==> src/rtl/dabt_pkg.sv <==
// ----------------------------------------------------------------------------
// dabt_pkg
// Shared types, widths, register indexes and rounding helpers of the
// damped two-axis alpha-beta tracker.
// ----------------------------------------------------------------------------
package dabt_pkg;

  localparam int POS_W  = 32;
  localparam int VEL_W  = 48;
  localparam int GAIN_W = 25;
  localparam int ACC_W  = 64;
  localparam int CNT_W  = 32;
  localparam int MUL_W  = 32;
  localparam int PROD_W = 2 * MUL_W;
  localparam int DACC_W = 74;
  localparam int SUM_W  = 50;
  localparam int IDX_W  = 3;

  localparam logic [IDX_W-1:0] REG_POS_GAIN_COMPLETE = 3'd0;
  localparam logic [IDX_W-1:0] REG_POS_GAIN_PARTIAL  = 3'd1;
  localparam logic [IDX_W-1:0] REG_VEL_GAIN_COMPLETE = 3'd2;
  localparam logic [IDX_W-1:0] REG_VEL_GAIN_PARTIAL  = 3'd3;
  localparam logic [IDX_W-1:0] REG_VEL_DAMPING       = 3'd4;

  localparam logic [GAIN_W-1:0] GAIN_ONE = 25'h100_0000;

  typedef enum logic [3:0] {
    ST_IDLE,
    ST_D0,
    ST_D1,
    ST_D2,
    ST_D3,
    ST_ADV,
    ST_E0,
    ST_E1,
    ST_E2,
    ST_E3,
    ST_E4,
    ST_FIN
  } st_t;

  // Saturate a wide signed sum to position width.
  function automatic logic [POS_W-1:0] sat_pos(input logic signed [SUM_W-1:0] s);
    logic signed [SUM_W-1:0] hi;
    logic signed [SUM_W-1:0] lo;
    hi = SUM_W'(64'sh7FFF_FFFF);
    lo = -hi - SUM_W'(1);
    if (s > hi) return POS_W'(hi);
    else if (s < lo) return POS_W'(lo);
    else return s[POS_W-1:0];
  endfunction

  // Saturate a wide signed sum to velocity width.
  function automatic logic [VEL_W-1:0] sat_vel(input logic signed [SUM_W-1:0] s);
    logic signed [SUM_W-1:0] hi;
    logic signed [SUM_W-1:0] lo;
    hi = SUM_W'(64'sh7FFF_FFFF_FFFF);
    lo = -hi - SUM_W'(1);
    if (s > hi) return VEL_W'(hi);
    else if (s < lo) return VEL_W'(lo);
    else return s[VEL_W-1:0];
  endfunction

  // Round the damped velocity magnitude (Q.24 product), cap and restore sign.
  function automatic logic [VEL_W-1:0] rnd_damp(input logic [DACC_W-1:0] p,
                                                 input logic neg);
    logic [DACC_W:0]     t;
    logic [DACC_W-24:0]  q;
    logic [DACC_W-24:0]  cap;
    t   = {1'b0, p} + (DACC_W+1)'(24'h80_0000);
    q   = t[DACC_W:24];
    cap = neg ? (DACC_W-23)'(48'h8000_0000_0000) : (DACC_W-23)'(48'h7FFF_FFFF_FFFF);
    if (q > cap) q = cap;
    return neg ? (VEL_W'(0) - q[VEL_W-1:0]) : q[VEL_W-1:0];
  endfunction

  // Apply a rounded signed magnitude term to a sign-extended base.
  function automatic logic signed [SUM_W-1:0] signed_term(input logic [SUM_W-2:0] q,
                                                          input logic neg);
    logic signed [SUM_W-1:0] t;
    t = $signed({1'b0, q});
    return neg ? -t : t;
  endfunction

  // Advance position by velocity shifted down eight bits, rounded half away.
  function automatic logic [POS_W-1:0] adv_est(input logic [POS_W-1:0] est,
                                               input logic [VEL_W-1:0] spd);
    logic              neg;
    logic [VEL_W-1:0]  mag;
    logic [VEL_W:0]    t;
    logic signed [SUM_W-1:0] s;
    neg = spd[VEL_W-1];
    mag = neg ? (VEL_W'(0) - spd) : spd;
    t   = {1'b0, mag} + (VEL_W+1)'(8'h80);
    s   = SUM_W'($signed(est)) + signed_term((SUM_W-1)'(t[VEL_W:8]), neg);
    return sat_pos(s);
  endfunction

  // Position correction: round(prod / 2^24) with sign, saturated add.
  function automatic logic [POS_W-1:0] corr_est(input logic [POS_W-1:0] est,
                                                input logic [PROD_W-1:0] p,
                                                input logic neg);
    logic [PROD_W:0] t;
    logic signed [SUM_W-1:0] s;
    t = {1'b0, p} + (PROD_W+1)'(24'h80_0000);
    s = SUM_W'($signed(est)) + signed_term((SUM_W-1)'(t[PROD_W:24]), neg);
    return sat_pos(s);
  endfunction

  // Velocity correction: round(prod / 2^16) with sign, saturated add.
  function automatic logic [VEL_W-1:0] corr_spd(input logic [VEL_W-1:0] spd,
                                                input logic [PROD_W-1:0] p,
                                                input logic neg);
    logic [PROD_W:0] t;
    logic signed [SUM_W-1:0] s;
    t = {1'b0, p} + (PROD_W+1)'(16'h8000);
    s = SUM_W'($signed(spd)) + signed_term((SUM_W-1)'(t[PROD_W:16]), neg);
    return sat_vel(s);
  endfunction

  // Saturating unsigned accumulate of a squared error.
  function automatic logic [ACC_W-1:0] acc_sat(input logic [ACC_W-1:0] a,
                                               input logic [ACC_W-1:0] b);
    logic [ACC_W:0] s;
    s = {1'b0, a} + {1'b0, b};
    return s[ACC_W] ? {ACC_W{1'b1}} : s[ACC_W-1:0];
  endfunction

endpackage

==> src/rtl/dabt_mul.sv <==
// ----------------------------------------------------------------------------
// dabt_mul
// Shared unsigned 32x32 multiplier with a registered product.
// ----------------------------------------------------------------------------
module dabt_mul import dabt_pkg::*; (
  input  logic              clk,
  input  logic [MUL_W-1:0]  op_a,
  input  logic [MUL_W-1:0]  op_b,
  output logic [PROD_W-1:0] prod_r
);

  always_ff @(posedge clk) begin
    prod_r <= op_a * op_b;
  end

endmodule

==> config.mk <==
export PLATFORM = sky130hd
export DESIGN_NAME = dabt_mul
export DESIGN_NICKNAME = d
export VERILOG_FILES = /design/src/rtl/dabt_pkg.sv /design/src/rtl/dabt_mul.sv
export SDC_FILE = /design/constraint.sdc
export NUM_CORES = 2
export LEC_CHECK = 0
export ABC_AREA = 1
export BUFFER_PORTS_ARGS = -buffer_cell sky130_fd_sc_hd__clkbuf_2
export CORE_MARGIN = 1
export CORE_UTILIZATION = 60
export CTS_CLUSTER_SIZE = 14
export DETAILED_ROUTE_END_ITERATION = 10
export MAX_ROUTING_LAYER = met4
export PLACE_DENSITY = 0.84
export SLEW_MARGIN = 10
export SYNTH_ARGS = -nofsm -noshare
export SYNTH_HDL_FRONTEND = slang
export SYNTH_SLANG_ARGS = --single-unit
export TNS_END_PERCENT = 100
==> constraint.sdc <==
create_clock -name clk -period 9.6 [get_ports clk]
set_input_delay 1.44 -clock clk [delete_from_list [all_inputs] [get_ports clk]]
set_output_delay 1.44 -clock clk [all_outputs]
set_load 0.05 [all_outputs]
# Word level (Yosys, flattened, before mapping)
# Cells that the tools add are included.
[op_classes]
n_mul = 1
[ops]
columns = ["op", "n"]
rows = [
  ["multiplier 32 x 32 -> 64 bit", 1],
]
[word_totals]
ff_bits = 64
in_bits = 65
output_inout_bits = 64
wordCells = 2

# Depth between registers and ports, before layout
[logic_depth]
depth_word = 1
depth_mapped = 30

# Worst setup path before layout
# No wires, ideal clock.
[synth_path]
path_kind = "in2reg"
start = "input port op_a[25]"
end = "register prod_r[60]"
cell_stages = 26
path_buffers = 1
arrival_time_ps = 7142
setup_ps = 112
required_ps = 9488
setup_slack_ps = 2346
cell_sequence = "clkbuf_1 > nand2_1 > fa_1 > inv_1 > fa_1 > inv_1 > fa_1 > inv_1 > fa_1 > fa_1 > fa_1 > fa_1 > inv_1 > fa_1 > inv_1 > ha_1 > nand2_1 > nand2_1 > a21oi_1 > nand2_1 > nand2_1 > nand2_1 > a21oi_1 > nand2_1 > nand2_1 > nand2_1"
[synth_between]
elab_chain_cells = 1
[synth_lines]
columns = ["item", "line_no", "rtl"]
rows = [
  ["from (decl)", "dabt_mul.sv:7", "input logic [MUL_W-1:0] op_a,"],
  ["multiplier 32 x 32 -> 64 bit", "dabt_mul.sv:13", "prod_r <= op_a * op_b;"],
  ["to (signal assigned)", "dabt_mul.sv:13", ""],
  ["to (decl)", "dabt_mul.sv:9", "output logic [PROD_W-1:0] prod_r"],
]
# Every way passes these cells.

# Final worst setup path
[layout_path]
start = "input port op_b[8]"
end = "register prod_r[39]"
[layout_between]
elab_chain_cells = 1
[layout_lines]
columns = ["item", "line_no", "rtl"]
rows = [
  ["from (decl)", "dabt_mul.sv:8", "input logic [MUL_W-1:0] op_b,"],
  ["multiplier 32 x 32 -> 64 bit", "dabt_mul.sv:13", ""],
]
# Every way passes these cells.

==> summary.txt <==
Cells and area
  – Largest Register: prod_r
  – Max reg flops: 64
  – Layout cells sized above 1: 4.45%
  – Area Growth Syn to Fin: 3.71%
  – Non-filler instance count after layout: between 5,000 and 6,000
  – Regs by FF count: prod_r: 64 flops
  – Nets@finish: about 6,200

Clocking
  – CTS tree: done
  – PostCTS Resize Cnt: 0
  – Clk pin slew, worst setup/hold paths: ~0.06 ns
  – H-tree depth: 3
  – Clock Path Buffers: 2
  – Post-CTS Hold Buffers: 0
  – CTS buffer count: 9
  – Root Driver: clkbuf_16
  – Sink Count: 64
  – Setup Fix Bufs, Post-CTS: 0

Drt
  – Residual DRC: 0
  – Top sig layer: met4
  – ANT nets after route: 0
  – Routed length per placed instance: between 15 and 20 um
  – Via/cell ratio: about 5
  – WL met1: around 37,000 um
  – Met2 Wirelength: roughly 50,000 um
  – Wirelength, routed: 97,900 um
  – Via count: between 30,000 and 40,000
  – DR iter-0 viols: about 2,400
  – First-pass detailed-route iteration total: 6
  – Met3 WL: 7740 um

Setup path
  – Setup Crit Path Kind: in2reg
  – Crit path required time: slightly below 10 ns
  – Crit. End Element: flop
  – Worst setup SP type: input pin
  – Max FO, Critical Path: 23
  – Critical path arrival: slightly above 8 ns
  – CP startpoint: op_b[8]

Synth
  – Register area share after synthesis: ~3.4%
  – Synth Flop Type: dfxtp_1
  – Syn. warnings: 0
  – Synth top area share: a little under half
  – Synthesized Nets: 6,247
  – Post-Syn Instances: approximately 5,000
  – Distinct cells, synth: 23
  – Count leader, synth: inv_1
  – Netlist Area Pre-Place: 37,400 um^2
  – Top post-synthesis cells by area: fa_1 (48%), inv_1 (17%), nand2_1 (16%)
  – Syn Area/Cell: 7.45 um^2
  – Synth top cells by count: inv_1 (1,723), nand2_1 (1,566), fa_1 (896)
  – Post-synth EDFFs: 0
  – Largest area contributor in the netlist: fa_1
  – Synthesized flop and latch total: 64
  – Async SR Flop Fraction: 0%

Job
  – Max cap viols: 0

STA
  – Min Clock Period, post-route: 8.03 ns
  – Fin. Hold Viols: 0
  – Slew headroom: between 30 and 40%
  – Worst Tran Pin Value: about 1 ns
  – Final setup viols: 0
  – Max Transition Viols Final: 0
  – Fin crit share: 83.7%
  – Max Freq: 0.124 GHz
  – Setup TNS: 0 ns
  – Setup ws final: 1.57 ns
  – RSZ-0062 raised after global routing: false

Floorplanning
  – I/O pin cnt: about 130
  – Die W: 252 um
  – Core Region: slightly above 60,000 um^2
  – # rows: slightly above 90
  – Die Y-Extent: approximately 250 um
  – Die area: between 60,000 and 70,000 um^2
  – Initial Util: around three fifths

Hold path
  – Hold Startpoint: op_b[0]
  – Worst Hold Depth: 4
  – Hold path endpoint: prod_r[0]
  – Hold/Removal Path Class: in2reg

Global route
  – Largest net degree at the start of global routing: 33
  – All-Layer GR Usage: around a third
  – Grt ovf: 0
  – Vias in the first global route: 32,077
  – First-pass GRT wire length: 163,000 um
  – Initial antenna violation count: 3

Placement
  – Post-Place Worst Slack: roughly 1.3 ns
  – Placed cells: about 5,800
  – GPL Wtd Cong: ~0.99
  – PortBufs: approximately 130
  – Post-DP HPWL: 82,700 um

Status
  – Status: finished, final reports clean
==> final cells by class <==
| type | count | area (um^2) |
|---|---|---|
| tap | 837 | 1050 |
| clock inverter | 6 | 67.6 |
| multi-input combinational | 3032 | 28900 |
| sequential | 64 | 1280 |
| timing repair buffer | 142 | 746 |
| fill | 5203 | 22800 |
| inverter | 1735 | 6510 |
| clock buffer | 10 | 239 |
| antenna | 3 | 7.51 |
==> stage by stage <==
stage | hold WS (ns) | area [um^2] | util, %
finish | 1.60 | 38800 | 63.0
floorplan | 1.54 | 37400 | -
CTS | 1.60 | 38800 | 63.0
global placement | 1.94 | 38500 | 62.5
detailed placement | 1.94 | 38500 | 62.5
global route | 1.66 | 38800 | 63.0
==> per-layer routing <==
| metal | global-route usage (%) | up-vias |
|---|---|---|
| met3 | 4.09 | 353 |
| met5 | - | - |
| met1 | 41.3 | 14646 |
| met4 | 14.1 | 0 |
| met2 | 56.7 | 1461 |
| li1 | - | 13552 |
==> worst max-delay path, cell delays in order <==
cell      delay, ns
clkbuf_2       0.54
buf_4          0.31
nand2_1        0.09
fa_1           0.44
inv_1          0.07
fa_1           0.44
fa_1           0.52
inv_1          0.05
fa_1           0.48
inv_1          0.06
fa_1           0.51
inv_1          0.06
fa_1           0.55
inv_1          0.05
fa_1           0.51
fa_1           0.44
ha_1           0.46
nand2_1        0.16
nor2_2         0.21
nand2_1        0.15
inv_1          0.11
nand4_1        0.10
nand3_2        0.17
nand3_1        0.12
nand3_1        0.09
nand2_1        0.09
==> worst max-delay path by stage <==
stage	end	slack (ns)	depth (start not counted)
after floorplan	prod_r[60]	2.35	26
after global placement	prod_r[62]	1.30	24
after detailed placement	prod_r[50]	1.28	25
after CTS	prod_r[50]	1.62	25
after global routing	prod_r[50]	1.29	26
final	prod_r[39]	1.57	26
==> placed cells by master (no fill, tap or decap), types with 6 or more instances in the layout <==
cell,netlist,layout
ha_1,263,263
nand4_1,16,16
clkbuf_16,0,9
nand3_2,9,9
inv_1,1723,1723
inv_2,12,12
buf_4,0,14
nor3_2,6,6
a21oi_1,43,43
o21bai_1,11,11
nand2_1,1566,1566
nand3_1,56,56
clkbuf_2,0,128
nor2_4,6,6
nor2_2,14,14
dfxtp_1,64,64
nor3_1,11,11
nand2_2,15,15
fa_1,896,896
nor2_1,81,81
xor2_1,33,33
==> kinds of logic (layout without fill, tap and decap cells) <==
| kind of cell | count (synthesis) | after routing | share of synthesized area [%] |
|---|---|---|---|
| buf+inv | 1927 | 1893 | 19.3 |
| fa+ha+maj | 1159 | 1159 | 56.8 |
| flops | 64 | 64 | 3.43 |
| other cells | 0 | 3 | 0 |
| compound gates | 57 | 57 | 0.853 |
| simple gates | 1781 | 1781 | 18.8 |
| xor+xnor | 35 | 35 | 0.820 |
Power is not shown: default switching activity piles up to over one toggle a cycle in this logic, so the estimate is an artifact.
